<file path="src/rtl/ppmfd_pkg.sv">
// ----------------------------------------------------------------------------
// ppmfd_pkg
// Shared types and constants for the PPM frame decoder.
// ----------------------------------------------------------------------------
package ppmfd_pkg;

  localparam int unsigned ChannelsDef = 8;

  localparam int unsigned TimeW   = 32;
  localparam int unsigned PulseW  = 16;
  localparam int unsigned ChIdxW  = 4;
  localparam int unsigned CfgIdxW = 2;
  localparam int unsigned CfgW    = 32;
  localparam int unsigned OutDataW = 24;

  localparam logic [TimeW-1:0]  SyncMinRst  = 32'd5000;
  localparam logic [TimeW-1:0]  SyncMaxRst  = 32'd30000;
  localparam logic [PulseW-1:0] PulseMinRst = 16'd700;
  localparam logic [PulseW-1:0] PulseMaxRst = 16'd2300;

  typedef enum logic [CfgIdxW-1:0] {
    CFG_SYNC_MIN  = 2'd0,
    CFG_SYNC_MAX  = 2'd1,
    CFG_PULSE_MIN = 2'd2,
    CFG_PULSE_MAX = 2'd3
  } cfg_idx_e;

  typedef enum logic {
    OP_EDGE = 1'b0,
    OP_READ = 1'b1
  } opcode_e;

  typedef enum logic {
    ST_IDLE,
    ST_STREAM
  } state_e;

  typedef struct packed {
    logic edge_en;
    logic rd_start;
    logic rd_next;
  } ctrl_cmd_t;

  typedef struct packed {
    logic out_free;
    logic frame_ready;
    logic rd_last;
  } ctrl_status_t;

endpackage

</file>
<file path="src/rtl/ppm_frame_decoder_unit.sv">
// ----------------------------------------------------------------------------
// ppm_frame_decoder_unit
// PPM pulse-train decoder: edge timestamps in, latched frames out on read.
//
//   channel  direction  content
//   s_axis   in         tuser opcode, tdata edge_time
//   m_axis   out        tuser frame_valid, tdata index/width, tlast last
//   cfg      in         write enable, register index, 32-bit data
//
// An edge transfer is processed in the cycle it is accepted; one per cycle
// while idle with the output register free. A read emits CHANNELS results,
// one per cycle while the output register is free, from the latched store, or
// a single result when no frame is ready; input is held off until the last
// result is loaded into the output register. Reset is asynchronous and clears
// all state but the result payload; a waiting result holds burst and input.
// ----------------------------------------------------------------------------
module ppm_frame_decoder_unit #(
  parameter int unsigned CHANNELS = ppmfd_pkg::ChannelsDef
) (
  input  logic                           clk_i,
  input  logic                           rst_ni,
  input  logic                           cfg_we_i,
  input  logic [ppmfd_pkg::CfgIdxW-1:0]  cfg_idx_i,
  input  logic [ppmfd_pkg::CfgW-1:0]     cfg_data_i,
  input  logic                           s_axis_tvalid,
  output logic                           s_axis_tready,
  input  logic [ppmfd_pkg::TimeW-1:0]    s_axis_tdata,  // edge_time
  input  logic                           s_axis_tuser,  // opcode
  output logic                           m_axis_tvalid,
  input  logic                           m_axis_tready,
  output logic [ppmfd_pkg::OutDataW-1:0] m_axis_tdata,  // channel_index[3:0], pulse_width[19:4]
  output logic                           m_axis_tuser,  // frame_valid
  output logic                           m_axis_tlast
);
  import ppmfd_pkg::*;

  ctrl_cmd_t    cmd;
  ctrl_status_t status;

  ppmfd_ctrl u_ctrl (
    .clk_i         (clk_i),
    .rst_ni        (rst_ni),
    .s_axis_tvalid (s_axis_tvalid),
    .s_axis_tready (s_axis_tready),
    .opcode_i      (s_axis_tuser),
    .status_i      (status),
    .cmd_o         (cmd)
  );

  ppmfd_datapath #(
    .CHANNELS (CHANNELS)
  ) u_datapath (
    .clk_i         (clk_i),
    .rst_ni        (rst_ni),
    .cfg_we_i      (cfg_we_i),
    .cfg_idx_i     (cfg_idx_i),
    .cfg_data_i    (cfg_data_i),
    .edge_time_i   (s_axis_tdata),
    .cmd_i         (cmd),
    .status_o      (status),
    .m_axis_tvalid (m_axis_tvalid),
    .m_axis_tready (m_axis_tready),
    .m_axis_tdata  (m_axis_tdata),
    .m_axis_tuser  (m_axis_tuser),
    .m_axis_tlast  (m_axis_tlast)
  );

endmodule

</file>
<file path="src/rtl/ppmfd_datapath.sv">
// ----------------------------------------------------------------------------
// ppmfd_datapath
// Config registers, gap measurement, capture and latched frame stores,
// read index and the result register.
// ----------------------------------------------------------------------------
module ppmfd_datapath #(
  parameter int unsigned CHANNELS = ppmfd_pkg::ChannelsDef
) (
  input  logic                             clk_i,
  input  logic                             rst_ni,
  input  logic                             cfg_we_i,
  input  logic [ppmfd_pkg::CfgIdxW-1:0]    cfg_idx_i,
  input  logic [ppmfd_pkg::CfgW-1:0]       cfg_data_i,
  input  logic [ppmfd_pkg::TimeW-1:0]      edge_time_i,
  input  ppmfd_pkg::ctrl_cmd_t             cmd_i,
  output ppmfd_pkg::ctrl_status_t          status_o,
  output logic                             m_axis_tvalid,
  input  logic                             m_axis_tready,
  output logic [ppmfd_pkg::OutDataW-1:0]   m_axis_tdata,  // channel_index, pulse_width
  output logic                             m_axis_tuser,  // frame_valid
  output logic                             m_axis_tlast
);
  import ppmfd_pkg::*;

  localparam int unsigned CntW = $clog2(CHANNELS + 1);
  localparam int unsigned IdxW = (CHANNELS > 1) ? $clog2(CHANNELS) : 1;
  localparam logic [CntW-1:0] CntFull = CntW'(CHANNELS);
  localparam logic [IdxW-1:0] IdxLast = IdxW'(CHANNELS - 1);

  logic [TimeW-1:0]  sync_min_q, sync_max_q;
  logic [PulseW-1:0] pulse_min_q, pulse_max_q;
  logic [TimeW-1:0]  prev_time_q;
  logic [CntW-1:0]   next_ch_q, next_ch_d;
  logic [PulseW-1:0] capture_q [CHANNELS];
  logic [PulseW-1:0] capture_d [CHANNELS];
  logic [PulseW-1:0] latched_q [CHANNELS];
  logic              frame_ready_q, frame_ready_d;
  logic              latch_en;
  logic              cap_en;
  logic [IdxW-1:0]   rd_idx_q;
  logic [IdxW-1:0]   rd_addr;

  logic              out_valid_q;
  logic              out_fv_q;
  logic [ChIdxW-1:0] out_idx_q;
  logic [PulseW-1:0] out_width_q;
  logic              out_last_q;

  logic [TimeW-1:0]  gap;
  logic              sync_hit, pulse_hit, frame_open;

  always_ff @(posedge clk_i or negedge rst_ni) begin
    if (!rst_ni) begin
      sync_min_q  <= SyncMinRst;
      sync_max_q  <= SyncMaxRst;
      pulse_min_q <= PulseMinRst;
      pulse_max_q <= PulseMaxRst;
    end else if (cfg_we_i) begin
      unique case (cfg_idx_e'(cfg_idx_i))
        CFG_SYNC_MIN:  sync_min_q  <= cfg_data_i;
        CFG_SYNC_MAX:  sync_max_q  <= cfg_data_i;
        CFG_PULSE_MIN: pulse_min_q <= cfg_data_i[PulseW-1:0];
        CFG_PULSE_MAX: pulse_max_q <= cfg_data_i[PulseW-1:0];
        default: ;
      endcase
    end
  end

  assign gap        = edge_time_i - prev_time_q;
  assign sync_hit   = (gap > sync_min_q) && (gap < sync_max_q);
  assign pulse_hit  = (gap > {16'd0, pulse_min_q}) && (gap < {16'd0, pulse_max_q});
  assign frame_open = (next_ch_q < CntFull);

  always_comb begin
    next_ch_d     = next_ch_q;
    frame_ready_d = frame_ready_q;
    cap_en        = 1'b0;
    latch_en      = 1'b0;
    for (int i = 0; i < CHANNELS; i++) begin
      capture_d[i] = capture_q[i];
    end
    if (cmd_i.edge_en) begin
      priority if (sync_hit) begin
        next_ch_d = '0;
      end else if (!frame_open) begin
        next_ch_d = next_ch_q;
      end else if (pulse_hit) begin
        cap_en    = 1'b1;
        next_ch_d = next_ch_q + CntW'(1);
        capture_d[next_ch_q[IdxW-1:0]] = gap[PulseW-1:0];
        if ((next_ch_d == CntFull) && !frame_ready_q) begin
          latch_en      = 1'b1;
          frame_ready_d = 1'b1;
        end
      end else begin
        next_ch_d = CntFull;
      end
    end
    if (cmd_i.rd_start) begin
      frame_ready_d = 1'b0;
    end
  end

  always_ff @(posedge clk_i or negedge rst_ni) begin
    if (!rst_ni) begin
      prev_time_q   <= '0;
      next_ch_q     <= '0;
      frame_ready_q <= 1'b0;
      for (int i = 0; i < CHANNELS; i++) begin
        capture_q[i] <= '0;
        latched_q[i] <= '0;
      end
    end else begin
      if (cmd_i.edge_en) begin
        prev_time_q <= edge_time_i;
      end
      next_ch_q     <= next_ch_d;
      frame_ready_q <= frame_ready_d;
      if (cap_en) begin
        for (int i = 0; i < CHANNELS; i++) begin
          capture_q[i] <= capture_d[i];
        end
      end
      if (latch_en) begin
        for (int i = 0; i < CHANNELS; i++) begin
          latched_q[i] <= capture_d[i];
        end
      end
    end
  end

  assign rd_addr = cmd_i.rd_start ? '0 : rd_idx_q;

  always_ff @(posedge clk_i or negedge rst_ni) begin
    if (!rst_ni) begin
      rd_idx_q <= '0;
    end else if (cmd_i.rd_start) begin
      rd_idx_q <= (frame_ready_q && (CHANNELS > 1)) ? IdxW'(1) : '0;
    end else if (cmd_i.rd_next) begin
      rd_idx_q <= (rd_idx_q == IdxLast) ? '0 : rd_idx_q + IdxW'(1);
    end
  end

  always_ff @(posedge clk_i or negedge rst_ni) begin
    if (!rst_ni) begin
      out_valid_q <= 1'b0;
    end else if (cmd_i.rd_start || cmd_i.rd_next) begin
      out_valid_q <= 1'b1;
    end else if (m_axis_tready) begin
      out_valid_q <= 1'b0;
    end
  end

  always_ff @(posedge clk_i) begin
    if (cmd_i.rd_start) begin
      out_fv_q    <= frame_ready_q;
      out_idx_q   <= '0;
      out_width_q <= frame_ready_q ? latched_q[rd_addr] : '0;
      out_last_q  <= !frame_ready_q || (CHANNELS == 1);
    end else if (cmd_i.rd_next) begin
      out_fv_q    <= 1'b1;
      out_idx_q   <= ChIdxW'(rd_addr);
      out_width_q <= latched_q[rd_addr];
      out_last_q  <= (rd_addr == IdxLast);
    end
  end

  assign status_o.out_free    = !out_valid_q || m_axis_tready;
  assign status_o.frame_ready = frame_ready_q;
  assign status_o.rd_last     = (rd_idx_q == IdxLast);

  assign m_axis_tvalid = out_valid_q;
  assign m_axis_tuser  = out_fv_q;
  assign m_axis_tdata  = {4'd0, out_width_q, out_idx_q};
  assign m_axis_tlast  = out_last_q;

`ifndef SYNTHESIS
  a_read_clears_ready: assert property (@(posedge clk_i) disable iff (!rst_ni)
    cmd_i.rd_start |=> !frame_ready_q)
    else $error("frame_ready not cleared by read");

  a_load_when_free: assert property (@(posedge clk_i) disable iff (!rst_ni)
    (cmd_i.rd_start || cmd_i.rd_next) |-> (!out_valid_q || m_axis_tready))
    else $error("result register overwritten");

  a_cmd_exclusive: assert property (@(posedge clk_i) disable iff (!rst_ni)
    $onehot0({cmd_i.edge_en, cmd_i.rd_start, cmd_i.rd_next}))
    else $error("conflicting datapath commands");

  a_next_ch_range: assert property (@(posedge clk_i) disable iff (!rst_ni)
    next_ch_q <= CntFull)
    else $error("capture index out of range");
`endif

endmodule

</file>
<file path="src/rtl/ppmfd_ctrl.sv">
// ----------------------------------------------------------------------------
// ppmfd_ctrl
// Sequences edge transfers and read bursts over the datapath.
// ----------------------------------------------------------------------------
module ppmfd_ctrl (
  input  logic                    clk_i,
  input  logic                    rst_ni,
  input  logic                    s_axis_tvalid,
  output logic                    s_axis_tready,
  input  logic                    opcode_i,
  input  ppmfd_pkg::ctrl_status_t status_i,
  output ppmfd_pkg::ctrl_cmd_t    cmd_o
);
  import ppmfd_pkg::*;

  state_e state_q, state_d;
  logic   accept;

  always_ff @(posedge clk_i or negedge rst_ni) begin
    if (!rst_ni) begin
      state_q <= ST_IDLE;
    end else begin
      state_q <= state_d;
    end
  end

  assign accept = s_axis_tvalid && s_axis_tready;

  always_comb begin
    state_d       = state_q;
    s_axis_tready = 1'b0;
    cmd_o         = '0;
    unique case (state_q)
      ST_IDLE: begin
        s_axis_tready = status_i.out_free;
        if (accept) begin
          unique case (opcode_e'(opcode_i))
            OP_EDGE: cmd_o.edge_en = 1'b1;
            OP_READ: begin
              cmd_o.rd_start = 1'b1;
              if (status_i.frame_ready && !status_i.rd_last) begin
                state_d = ST_STREAM;
              end
            end
            default: ;
          endcase
        end
      end
      ST_STREAM: begin
        if (status_i.out_free) begin
          cmd_o.rd_next = 1'b1;
          if (status_i.rd_last) begin
            state_d = ST_IDLE;
          end
        end
      end
      default: state_d = ST_IDLE;
    endcase
  end

endmodule
</file>
<file path="config.mk">
export PLATFORM = sky130hd
export DESIGN_NAME = ppm_frame_decoder_unit
export DESIGN_NICKNAME = d
export VERILOG_FILES = /design/src/rtl/ppmfd_pkg.sv /design/src/rtl/ppm_frame_decoder_unit.sv /design/src/rtl/ppmfd_datapath.sv /design/src/rtl/ppmfd_ctrl.sv
export SDC_FILE = /design/constraint.sdc
export NUM_CORES = 1
export LEC_CHECK = 0
export ABC_AREA = 1
export BUFFER_PORTS_ARGS = -buffer_cell sky130_fd_sc_hd__buf_2
export CAP_MARGIN = 15
export CORE_AREA = 3 3 266 268
export DETAILED_ROUTE_END_ITERATION = 8
export DIE_AREA = 0 0 269 271
export GPL_TIMING_DRIVEN = 0
export HOLD_SLACK_MARGIN = 0.06
export PLACE_DENSITY = 0.5
export SLEW_MARGIN = 15
export SYNTH_ARGS = -nofsm -noshare
export SYNTH_HDL_FRONTEND = slang
export SYNTH_HIERARCHICAL = 1
export SYNTH_SLANG_ARGS = --single-unit
</file>
<file path="constraint.sdc">
create_clock -name clk_i -period 3.7 [get_ports clk_i]
set_clock_uncertainty 0.1 [all_clocks]
set_input_delay 0.555 -clock clk_i [delete_from_list [all_inputs] [get_ports clk_i]]
set_output_delay 0.555 -clock clk_i [all_outputs]
set_load 0.005 [all_outputs]
</file>
Yosys cells after proc, flatten, opt, wreduce, memory -nomap -nowiden:

Cells that the tools add are included.

* $add $sub $neg: 3
* multipliers: 0
* divide/modulo/power cells: 0
* order comparisons: 8
* eq/ne operators: 7
* shift-type cells: 0
* muxes and demuxes: 55
* bitwise logic cells: 3
* reductions and logical operators: 25

Operators by type and width (count)
* $mux W128: 4
* $bwmux W128: 1
* $mux W16: 6
* $bmux W16 S3: 1
* $demux W16 S3: 1
* $gt A32 B16 Y1: 1
* $gt A32 B32 Y1: 1
* $lt A32 B16 Y1: 1
* $lt A32 B32 Y1: 1
* $mux W1: 32
* $sub A32 B32 Y32: 1
* $reduce_bool A2 Y1: 7
* $mux W3: 4
* $mux W4: 3
* $reduce_and A2 Y1: 5
* $ge A4 B4 Y1 const B: 2
* $not A3 Y4: 2
* $eq A3 B3 Y1 const B: 2
* $logic_and A1 B1 Y1: 6
* $reduce_and A5 Y1: 1
* $add A4 B1 Y4 const B: 1
* $eq A2 B2 Y1 const B: 2
* $eq A4 B4 Y1 const B: 1
* $lt A4 B1 Y1 const B: 1
* 10 further kinds: 14

* bits in registers: 415
* bits in latches: 0
* bits in writable memories: 0
* bits in read-only memories: 0
* bits of input ports: 72
* output and inout bits: 28
* word-level logic and storage cells: 131
* memories: 0

Logic depth before layout (Yosys ltp):

Gate-level depths: netlist of run 1.

* word-level depth: 13
* depth in mapped cells: 33
* gate-level depth less buffers: 31

Hierarchy:

The synthesis of run 1 kept the hierarchy.

Modules (own cells, without submodules)
* ppmfd_datapath: times used 1, cells each 2976, area each 23087.1 um2, sequential area each 10466.3 um2
* ppmfd_ctrl: times used 1, cells each 19, area each 95.1 um2, sequential area each 25.0 um2

Worst setup path before layout of run 1:

Ideal clock, no wire load.

* path type: input to register
* from: input s_axis_tdata[8] (netlist bit)
* to: register u_datapath/capture_q[57] (netlist bit)
* library setup time: 0.119 ns
* data arrival time: 4.026 ns
* required time: 3.481 ns
* slack: -0.546 ns
* cell stages on the path: 24
* path buffers: 2
* cell sequence: ha_1 > nand2_1 > inv_1 > a21oi_1 > nor2_1 > nor2_1 > nand2_1 > xnor2_1 > inv_1 > ha_1 > nand3_1 > nor3_1 > nand2_1 > nand2_1 > nand3_1 > nor2_1 > nand3_1 > nor3_2 > nand2_1 > nor2_8 > buf_4 > buf_4 > nand4_1 > and2_1

* longest elaborated chain between the ends: 7
* elaborated cells on any way between the ends: 16
* classes of those cells: 1 x add/sub; 4 x order compare; 9 x mux; 2 x reduce/logical

RTL lines
* from (decl): RTL line ppm_frame_decoder_unit.sv:27 `input logic [ppmfd_pkg::TimeW-1:0] s_axis_tdata,`
* $sub A32 B32 Y32 (*): RTL line ppmfd_datapath.sv:69 `assign gap = edge_time_i - prev_time_q;`
* $gt A32 B16 Y1 / $lt A32 B16 Y1 (equally long branches): RTL line ppmfd_datapath.sv:71 `assign pulse_hit = (gap > {16'd0, pulse_min_q}) && (gap < {16'd0, pulse_max_q});`
* $logic_and A1 B1 Y1: RTL line ppmfd_datapath.sv:71
* $mux W128 / $mux W1 (equally long branches): RTL line ppmfd_datapath.sv:87 `end else if (pulse_hit) begin`
* $mux W128 / $mux W1 (equally long branches): RTL line ppmfd_datapath.sv:85 `end else if (!frame_open) begin`
* $mux W128 / $mux W1 (equally long branches): RTL line ppmfd_datapath.sv:83 `priority if (sync_hit) begin`
* $mux W128 / $mux W1 (equally long branches): RTL line ppmfd_datapath.sv:82 `if (cmd_i.edge_en) begin`
* to (signal, indexed assignment): RTL line ppmfd_datapath.sv:121 `capture_q[i] <= capture_d[i];`
* to (decl): RTL line ppmfd_datapath.sv:34 `logic [PulseW-1:0] capture_q [CHANNELS];`

Every way passes the cells marked *; elsewhere a longest branch is shown, timed or not.
A chain may end at the register's enable or synchronous reset.

Final worst setup path of run 1:

* from: register u_datapath.prev_time_q[0]
* to: register u_datapath/latched_q[87] (netlist bit)

* longest elaborated chain between the ends: 7
* elaborated cells on any way between the ends: 16
* classes of those cells: 1 x add/sub; 4 x order compare; 9 x mux; 2 x reduce/logical

RTL lines
* from (decl): RTL line ppmfd_datapath.sv:32 `logic [TimeW-1:0] prev_time_q;`
* from (signal assigned): RTL line ppmfd_datapath.sv:115 `prev_time_q <= edge_time_i;`
* $sub A32 B32 Y32 (*): RTL line ppmfd_datapath.sv:69
* $gt A32 B16 Y1 / $lt A32 B16 Y1 (equally long branches): RTL line ppmfd_datapath.sv:71
* $logic_and A1 B1 Y1: RTL line ppmfd_datapath.sv:71
* $mux W128 / $mux W1 (equally long branches): RTL line ppmfd_datapath.sv:87
* $mux W128 / $mux W1 (equally long branches): RTL line ppmfd_datapath.sv:85
* $mux W128 / $mux W1 (equally long branches): RTL line ppmfd_datapath.sv:83
* $mux W128 / $mux W1 (equally long branches): RTL line ppmfd_datapath.sv:82
* to (signal, indexed assignment): RTL line ppmfd_datapath.sv:126 `latched_q[i] <= capture_d[i];`
* to (decl): RTL line ppmfd_datapath.sv:36 `logic [PulseW-1:0] latched_q [CHANNELS];`

Marked as above.

==> results of run 1 <==
worst min path at each step:
stage	cells after the start	slack (ns)	start	endpoint
global route	3	0.09	s_axis_tdata[20]	u_datapath/prev_time_q[20]$_DFFE_PN0P_
global placement	2	0.35	u_datapath/out_idx_q[1]$_SDFFE_PP0P_	u_datapath/out_idx_q[1]$_SDFFE_PP0P_
detailed placement	2	0.35	u_datapath/out_idx_q[0]$_SDFFE_PP0P_	u_datapath/out_idx_q[0]$_SDFFE_PP0P_
finish	3	0.10	s_axis_tdata[22]	u_datapath/prev_time_q[22]$_DFFE_PN0P_
floorplan	0	0.16	rst_ni	u_ctrl/state_q$_DFF_PN0_
CTS	3	0.06	s_axis_tdata[22]	u_datapath/prev_time_q[22]$_DFFE_PN0P_
synth_stat cells (6+ instances only):
master and n:
nand2_1 811, nor2_1 172, o22ai_1 16, nand3_1 184, buf_2 40, and2_1 132
nor3_1 20, dfstp_2 25, xor2_1 14, a21oi_1 74, nand3_2 8, buf_6 11
buf_1 6, inv_1 447, edfxtp_1 18, clkbuf_1 61, o21ai_0 234, a31oi_1 20
dfrtp_1 369, buf_4 14, ha_1 125, nand4_1 146
logic make-up after synthesis:
kind of cell / count (synthesis) / share of synthesized area
AOI/OAI and AO/OA: 363 / 0.0824
xor gates and xnor gates: 18 / 0.00680
adders and majority gates: 126 / 0.0683
buffers and inverters: 582 / 0.102
DFF: 415 / 0.453
other: 1 / 0.000162
and+or+nand+nor: 1490 / 0.288
critical path, delay by kind of cell, from the launching register on:
family	cells	cell delay [ns]
buffers and inverters	6	0.83
and+or+nand+nor	19	1.91
xor gates and xnor gates	1	0.30
adders and majority gates	3	0.73
AOI/OAI and AO/OA	1	0.09
DFF	1	0.41
power breakdown:
group / internal, W / total, W / switching, W
clock: 0.00298 / 0.00508 / 0.00210
sequential: 0.00516 / 0.00537 / 0.000212
combinational: 0.00487 / 0.0138 / 0.00896
registers in the layout, summed over array words and instances, names as in the netlist, 4 cells and up:
register and flops:
u_datapath/next_ch_q 4, u_datapath/pulse_max_q 16, u_datapath/sync_max_q 32, u_datapath/out_width_q 16, u_datapath/pulse_min_q 16, u_datapath/capture_q 128
u_datapath/sync_min_q 32, u_datapath/latched_q 128, u_datapath/prev_time_q 32
routing by layer:
layer / wire [um] / part of all wire
met1: 35100 / 0.45
met2: 36600 / 0.47
met3: 3430 / 0.044
met4: 2940 / 0.038
met5: 0 / 0
layout make-up:
class	count	area, sq um	area share
multi-input cells	2002	11800	0.397
repair buffers	190	1650	0.0556
clock buffers	74	1470	0.0497
plain buffers	131	1140	0.0386
inverters	450	1700	0.0575
well taps	931	1160	0.0393
flip-flops and latches	415	10500	0.354
clock inverters	17	241	0.00815
repair_timing:
action	4_1_cts	5_1_grt
endpoints found under the setup margin	261	271
buffers inserted	42	23
gates resized for setup	158	262
pin swaps	54	97
hold buffers	9	0
gates cloned	11	8
endpoints found under the hold margin	62	0
per-stage QoR:
stage,power (W),utilization
3_3_place_gp,0.0164,0.367
2_1_floorplan,0.0123,-
6_report,0.0243,0.432
5_1_grt,0.0259,0.432
4_1_cts,0.0233,0.412
3_5_place_dp,0.0166,0.369
==> metrics.md, run 1 <==
| Metric | Value |
|---|---|
| Outcome | `finished with violations` |
| Failing checks | `negative setup slack` |
| Placement Setup Slack | `-2.19 ns` |
| Busiest grt layer | `met2` |
| Synthesized area | `23200 sq um` |
| Maximum root-to-sink buffer count | `3` |
| Routed WL | `78100 um` |
| Initial antenna violation count | `0` |
| Final std cell area, no fill | `29600 sq um` |
| CTS tree | `built` |
| Vias | `20800` |
| Critical path class | `reg -> reg` |
| GPL Wtd Cong | `0.944` |
| Setup ws final | `-0.710 ns` |
| Commonest non-fill, non-tap cell in the layout | `nand2_1` |
| Pwr dens | `819 nW/um^2` |
| IO Port Bufs | `94` |
| Placed cell areas | `25300 sq um` |
| Post-synth ARST share | `0.949` |
| Detail Route Antenna Nets | `0` |
| Syn avg cell area | `7.74 sq um` |
| Total CTS buffers | `50` |
| Number of global-route vias before repair | `20600` |
| Mapped Cells | `2995` |
| Worst Setup End Kind | `register` |
| Worst slew pin tran | `1.27 ns` |
| TritonCTS Sinks | `415` |
| Core area | `68600 sq um` |
| Crit path launch | `u_datapath/prev_time_q[0]$_DFFE_PN0P_` |
| I/O pin count | `100` |
| CP Data Arrival Time | `4.90 ns` |
| Largest net degree at the start of global routing | `102` |
| Leakage | `14.6 nW` |
| Final hold slack | `0.100 ns` |
| Reg2Reg Depth | `30` |
| Most frequent cells in the layout | `nand2_1, inv_1, dfrtp_1` |
| Dpl hpwl | `55500 um` |
| Register area share after synthesis | `0.453` |
| Max_cap viols | `0` |
| Post-synth top flop | `dfrtp_1` |
| Crit path time final | `4.41 ns` |
| Top achievable clock speed | `227 MHz` |
| Setup crit end | `u_datapath/latched_q[87]$_DFFE_PN0P_` |
| Total track usage | `0.212` |
| Final Cycle Share | `1.19` |
| Met2 global-route usage | `0.345` |
| Clock Latency Late Sink | `0.65 ns` |
| Final Hold Vio Count | `0` |
| Warnings from Yosys | `6` |
| Reg-to-Reg End | `u_datapath/latched_q[87]$_DFFE_PN0P_` |
| # DRC | `0` |
| Final net count | `3438` |
| Critical path peak fanout | `7` |
| Die Y | `271 um` |
| Top cells by area, synth | `dfrtp_1, nand2_1, inv_1` |
| Share of cells above drive strength 1 | `0.195` |
| Slowest cell on crit path | `dfrtp_1` |
| DR vias/cell | `4.94` |
| Worst slew margin | `0.149` |
| Die area | `72900 sq um` |
| Slew Viols, Final | `0` |
| # rows | `96` |
| Crit path required time | `4.19 ns` |
| Ant. Diodes | `0` |
| M3 GR Usage | `0.0308` |
| Post-synthesis sequential element count | `415` |
| Final-layout fill cell count | `6909` |
| Die W | `269 um` |
| Largest stage delay, worst path | `0.41 ns` |
| Max H-tree Level | `2` |
| Met1 GRT Util | `0.285` |
| Clock transition at the registers of the reported paths | `0.06 ns` |
| Max VDD drop | `0.515 mV` |
| P&R area growth vs syn | `27.8%` |
| Yosys top cell area share | `0.398` |
| R2r setup slk | `-0.71 ns` |
| RSZ-0062 raised after global routing | `yes` |
| DR iter-0 viols | `1465` |
| Count of cell types in the netlist | `46` |
| GRT overflow | `0` |
| Total negative slack | `-163.94 ns` |
| Reg2reg start | `u_datapath/prev_time_q[0]$_DFFE_PN0P_` |
| # setup viols final | `261` |
| CP startpoint kind | `register` |
| Fin cells | `4210` |
| Drt wl/cell | `18.5 um` |
| Hold/Removal Path Class | `in -> reg` |
| DRT Pass-1 Iters | `5` |
| Cell taking the most area after synthesis | `dfrtp_1` |
| Starting density of the core | `0.338` |
| Wire length of the first global-routing pass | `119000 um` |
| Clock Tree Root | `clkbuf_16` |
| Inst Count DP | `4028` |
| Post-synth EDFFs | `18` |
(Power assumes the default switching activity.)
==> run 2: changes to the inputs <==
- CORE_AREA: 3 3 266 268 -> 3 3 206 208
- DIE_AREA: 0 0 269 271 -> 0 0 209 211
- PLACE_DENSITY: 0.5 -> 0.77
==> metrics.md, run 2 (synthesis gave the netlist of run 1 again) <==
| Metric | Value |
|---|---|
| Clock Latency Late Sink | `0.59 ns (-0.06 ns)` |
| Setup ws final | `-0.782 ns (-0.0718 ns)` |
| # rows | `74 (-23%)` |
| Slew Viols, Final | `0 (unchanged)` |
| IO Port Bufs | `94 (unchanged)` |
| Starting density of the core | `0.569 (+0.231)` |
| Worst Setup End Kind | `register` |
| Pwr dens | `858 nW/um^2 (+4.8%)` |
| Dpl hpwl | `49500 um (-11%)` |
| Worst slew margin | `0.230 (+0.0812)` |
| Critical path peak fanout | `6 (-1)` |
| Placement Setup Slack | `-1.97 ns (+0.226 ns)` |
| P&R area growth vs syn | `25.9%` |
| GRT overflow | `0 (unchanged)` |
| CTS tree | `built` |
| Hold/Removal Path Class | `in -> reg` |
| I/O pin count | `100 (unchanged)` |
| Max H-tree Level | `2 (unchanged)` |
| # DRC | `0 (unchanged)` |
| Initial antenna violation count | `0 (unchanged)` |
| Final hold slack | `0.104 ns (+0.00386 ns)` |
| Top flop regs | `u_datapath/capture_q (128), u_datapath/latched_q (128)` |
| Failing checks | `negative setup slack` |
| DR vias/cell | `5.76 (+17%)` |
| P_int | `0.0137 W (+5.5%)` |
| Die Y | `211 um (-22%)` |
| Die area | `44100 sq um (-40%)` |
| CP startpoint kind | `register` |
| Number of global-route vias before repair | `21200 (+2.6%)` |
| Largest stage delay, worst path | `0.41 ns (about the same)` |
| Slowest cell on crit path | `dfrtp_1` |
| Total CTS buffers | `46 (-8.0%)` |
| Leakage | `14.6 nW (about the same)` |
| Max VDD drop | `0.673 mV (+31%)` |
| Drt wl/cell | `19.6 um (+5.8%)` |
| Sw Pwr | `0.0113 W (+0.52%)` |
| Share of cells above drive strength 1 | `0.196 (+0.000592)` |
| Max_cap viols | `0 (unchanged)` |
| Critical path class | `reg -> reg` |
| DRT Pass-1 Iters | `6 (+1)` |
| Core area | `40700 sq um (-41%)` |
| Clock transition at the registers of the reported paths | `0.06 ns (about the same)` |
| Detail Route Antenna Nets | `0 (unchanged)` |
| RSZ-0062 raised after global routing | `yes` |
| Crit path time final | `4.48 ns (+0.0718 ns)` |
| Clock Tree Root | `clkbuf_16` |
| Inst Count DP | `3629 (-9.9%)` |
| Ant. Diodes | `0 (unchanged)` |
| Combinational fraction of design power | `0.592 (+0.022)` |
| Final Cycle Share | `1.21 (+0.0194)` |
| Top achievable clock speed | `223 MHz (-1.6%)` |
| Commonest non-fill, non-tap cell in the layout | `nand2_1` |
| Final Hold Vio Count | `0 (unchanged)` |
| Crit path required time | `4.08 ns (-0.11 ns)` |
| Largest net degree at the start of global routing | `96 (-5.9%)` |
| Wire length of the first global-routing pass | `112000 um (-6.4%)` |
| Clock Power Share | `0.194 (-0.015)` |
| GPL Wtd Cong | `0.993 (+5.2%)` |
| # setup viols final | `261 (unchanged)` |
| Total negative slack | `-170.81 ns (-6.88 ns)` |
| Most frequent cells in the layout | `nand2_1, inv_1, dfrtp_1` |
| Fin cells | `3796 (-9.8%)` |
| DR iter-0 viols | `2136 (+46%)` |
| Vias | `21900 (+5.2%)` |
| Routed WL | `74500 um (-4.6%)` |
| Maximum root-to-sink buffer count | `3 (unchanged)` |
| Net Sw Frac | `0.452 (-0.0121)` |
| Worst slew pin tran | `1.15 ns (-0.121 ns)` |
| CP Data Arrival Time | `4.86 ns (-0.04 ns)` |
| Final net count | `3425 (-0.38%)` |
| TritonCTS Sinks | `415 (unchanged)` |
| Total track usage | `0.318 (+0.106)` |
| Final-layout fill cell count | `2986 (-57%)` |
| Flop pwr share | `0.214 (-0.007)` |
| Layout Utilization | `0.716 (+0.284)` |
| Die W | `209 um (-22%)` |
| Outcome | `finished with violations` |
-- run 2: power groups by stage --
stage          sequential, W  combinational (W)  clock (W)
6_report             0.00537             0.0148    0.00486
3_5_place_dp         0.00543             0.0106          0
4_1_cts              0.00535             0.0123    0.00492
2_1_floorplan        0.00541            0.00690          0
5_1_grt              0.00541             0.0159    0.00512
3_3_place_gp         0.00542             0.0102          0
-- run 2: critical path, delay by kind of cell (launching register included) --
family / cells / cell delay (ns)
and+or+nand+nor: 20 / 2.27
adders and majority gates: 3 / 0.80
buffers and inverters: 6 / 0.69
DFF: 1 / 0.41
AOI/OAI and AO/OA: 1 / 0.05
-- run 2: final cells by class --
cell class	instances	area (sq um)	share of cell area
plain buffers	130	1070	0.0365
clock inverters	23	278	0.00952
repair buffers	182	1740	0.0596
well taps	532	666	0.0228
inverters	450	1700	0.0584
multi-input cells	2002	11900	0.408
clock buffers	62	1330	0.0457
flip-flops and latches	415	10500	0.360
-- run 2: final timing paths --
path | startpoint | endpoint | slack, ns | cells past startpoint
setup / recovery | u_datapath/prev_time_q[0]$_DFFE_PN0P_ | u_datapath/latched_q[87]$_DFFE_PN0P_ | -0.78 | 30
hold / removal | s_axis_tdata[16] | u_datapath/prev_time_q[16]$_DFFE_PN0P_ | 0.10 | 3
setup reg to reg | u_datapath/prev_time_q[0]$_DFFE_PN0P_ | u_datapath/latched_q[87]$_DFFE_PN0P_ | -0.78 | 30
hold reg to reg | u_datapath/out_idx_q[1]$_SDFFE_PP0P_ | u_datapath/out_idx_q[1]$_SDFFE_PP0P_ | 0.37 | 2
max in group asynchronous | rst_ni | u_datapath/sync_min_q[25]$_DFFE_PN0P_ | 1.76 | 4
min in group asynchronous | rst_ni | u_datapath/capture_q[39]$_DFFE_PN0P_ | 0.41 | 2
-- run 2: what timing repair did --
item | 4_1_cts | 5_1_grt
gates cloned | 12 | 16
endpoints found under the hold margin | 68 | 0
resized for setup | 179 | 257
pin swaps | 79 | 148
endpoints found under the setup margin | 261 | 265
setup buffers | 34 | 24
hold buffers | 1 | 0
-- run 2: routing by layer --
| layer | up-vias | wire length [um] | GRT usage |
|---|---|---|---|
| met5 | - | 0 | 0 |
| met4 | 0 | 4770 | 0.172 |
| met3 | 282 | 6280 | 0.0502 |
| met2 | 1059 | 35200 | 0.529 |
| met1 | 10400 | 28200 | 0.403 |
| li1 | 10100 | - | - |
-- run 2: through the flow --
| step | power (W) | instance area, sq um |
|---|---|---|
| 2_1_floorplan | 0.0123 | 23600 |
| 5_1_grt | 0.0264 | 29200 |
| 6_report | 0.0251 | 29200 |
| 4_1_cts | 0.0225 | 27600 |
| 3_5_place_dp | 0.0160 | 24800 |
| 3_3_place_gp | 0.0156 | 24700 |
==> run 3: changes to the inputs <==
- CORE_AREA: 3 3 206 208 -> 2 2 205 207
- DIE_AREA: 0 0 209 211 -> 0 0 207 209
==> metrics.md, run 3 (synthesis gave the netlist of run 1 again) <==
| Metric | Value |
|---|---|
| Wire length of the first global-routing pass | `112000 um (+0.74%)` |
| Power, Total | `0.0247 W (-1.5%)` |
| Die Y | `209 um (-0.95%)` |
| Number of global-route vias before repair | `21400 (+0.82%)` |
| Top achievable clock speed | `217 MHz (-2.6%)` |
| GRT overflow | `0 (unchanged)` |
| Crit path required time | `4.08 ns (about the same)` |
| Max VDD drop | `0.547 mV (-19%)` |
| Outcome | `finished with violations` |
| Setup ws final | `-0.900 ns (-0.118 ns)` |
| Ant. Diodes | `0 (unchanged)` |
| Clock transition at the registers of the reported paths | `0.06 ns (about the same)` |
| GPL Wtd Cong | `0.962 (-3.1%)` |
| Dpl hpwl | `49900 um (+0.65%)` |
| Inst Count DP | `3636 (+0.19%)` |
| Worst Setup End Kind | `register` |
| Placement Setup Slack | `-1.90 ns (+0.0676 ns)` |
| Total track usage | `0.328 (+0.0101)` |
| Clock Tree Root | `clkbuf_16` |
| P&R area growth vs syn | `29.8%` |
| Routed WL | `77900 um (+4.6%)` |
| Fin cells | `3834 (+1.0%)` |
| Die area | `43300 sq um (-1.9%)` |
| DRT Pass-1 Iters | `9 (+3)` |
| I/O pin count | `100 (unchanged)` |
| Final Cycle Share | `1.24 (+0.0318)` |
| Most frequent cells in the layout | `nand2_1, inv_1, dfrtp_1` |
| # DRC | `0 (unchanged)` |
| # setup viols final | `261 (unchanged)` |
| Largest net degree at the start of global routing | `104 (+8.3%)` |
| Critical path class | `reg -> reg` |
| Top flop regs | `u_datapath/capture_q (128), u_datapath/latched_q (128)` |
| Hold/Removal Path Class | `in -> reg` |
| Worst slew margin | `0.0465 (-0.183)` |
| Max_cap viols | `0 (unchanged)` |
| R2r setup slk | `-0.90 ns (-0.12 ns)` |
| Clock Latency Late Sink | `0.59 ns (about the same)` |
| Pwr dens | `820 nW/um^2 (-4.5%)` |
| Hold wc startpoint | `s_axis_tdata[16]` |
| Initial antenna violation count | `0 (unchanged)` |
| Failing checks | `negative setup slack` |
| Core area | `41300 sq um (+1.4%)` |
| Final Hold Vio Count | `0 (unchanged)` |
| CP startpoint kind | `register` |
| DR iter-0 viols | `2319 (+8.6%)` |
| Crit path launch | `u_datapath/prev_time_q[0]$_DFFE_PN0P_` |
| Starting density of the core | `0.561 (-0.00759)` |
| Maximum root-to-sink buffer count | `3 (unchanged)` |
| DR vias/cell | `5.81 (+0.88%)` |
| Worst slew pin tran | `1.42 ns (+0.273 ns)` |
| Total CTS buffers | `47 (+2.2%)` |
| Reg2reg start | `u_datapath/prev_time_q[0]$_DFFE_PN0P_` |
| CP Data Arrival Time | `4.98 ns (+0.12 ns)` |
| IO Port Bufs | `94 (unchanged)` |
| Critical path peak fanout | `5 (-1)` |
| Drt wl/cell | `20.3 um (+3.6%)` |
| Leakage | `14.9 nW (+2.1%)` |
| Detail Route Antenna Nets | `0 (unchanged)` |
| # rows | `75 (+1.4%)` |
| CTS tree | `built` |
| Vias | `22300 (+1.9%)` |
| Max H-tree Level | `2 (unchanged)` |
| Final net count | `3456 (+0.91%)` |
| Slew Viols, Final | `0 (unchanged)` |
| Commonest non-fill, non-tap cell in the layout | `nand2_1` |
| Die W | `207 um (-0.96%)` |
| Crit path time final | `4.60 ns (+0.118 ns)` |
| RSZ-0062 raised after global routing | `yes` |
| Slowest cell on crit path | `dfrtp_1` |
| Share of cells above drive strength 1 | `0.228 (+0.0315)` |
| Largest stage delay, worst path | `0.41 ns (about the same)` |
| TritonCTS Sinks | `415 (unchanged)` |
## run 3: changes by cell type in the layout (fill, tap and decap cells not counted), moves of 6 or more
cell / before / now
buf_12: 11 / 18
clkbuf_1: 59 / 65
buf_8: 26 / 43
and2_1: 112 / 122
nand3_2: 18 / 31
nand3_1: 164 / 150
nand2_1: 699 / 621
nand2_2: 80 / 156
clkinvlp_4: 6 / 0
and2_4: 20 / 10
clkbuf_16: 62 / 81
## run 3: per-layer routing
layer,global-route usage,vias to the layer above,part of all wire
met1,0.412,10700,0.37
li1,-,10100,-
met2,0.553,1120,0.47
met5,0,-,0
met4,0.173,0,0.069
met3,0.0482,319,0.084
## run 3: layout make-up
| class | instances | area [sq um] |
|---|---|---|
| clock buffers | 69 | 1380 |
| well taps | 539 | 674 |
| clock inverters | 17 | 199 |
| repair buffers | 212 | 2290 |
| fillers | 2966 | 11200 |
| inverters | 450 | 1700 |
| multi-input cells | 2002 | 12200 |
| plain buffers | 130 | 1200 |
| flip-flops and latches | 415 | 10500 |
## run 3: worst max-delay path, delay by kind of cell (launching register included)
family,cells,cell delay (ns)
simple gates,17,2.18
buf+inv,8,0.89
fa+ha+maj,3,0.83
flops,1,0.41
compound gates,1,0.05
## run 3: what timing repair did
action	in CTS	in global routing
pin swaps	71	161
hold buffers	1	0
cloned	9	35
setup buffers	50	20
endpoints found under the hold margin	99	0
endpoints found under the setup margin	261	261
resized for setup	194	372
## run 3: worst paths after layout
path	end	cells past startpoint
min reg2reg	u_datapath/out_idx_q[1]$_SDFFE_PP0P_	2
min in group asynchronous	u_datapath/capture_q[39]$_DFFE_PN0P_	3
max	u_datapath/capture_q[96]$_DFFE_PN0P_	29
max reg2reg	u_datapath/capture_q[96]$_DFFE_PN0P_	29
max in group asynchronous	u_datapath/prev_time_q[30]$_DFFE_PN0P_	5
min	u_datapath/prev_time_q[16]$_DFFE_PN0P_	3
## run 3: metrics by stage
stage | setup TNS (ns) | utilization | hold WS (ns) | cell area (sq um)
after floorplan | -48.51 | - | 0.159 | 23600
after global placement | -2621.07 | 0.598 | 0.344 | 24700
after detailed placement | -473.37 | 0.601 | 0.360 | 24800
after CTS | -205.30 | 0.672 | 0.0824 | 27800
after global routing | -232.97 | 0.729 | 0.123 | 30100
final | -200.92 | 0.729 | 0.104 | 30100
## run 3: where the power goes
group,internal (W),switching [W]
Combinational,0.00536,0.00914
Sequential,0.00516,0.000217
Clock,0.00286,0.00194
Total,0.0134,0.0113
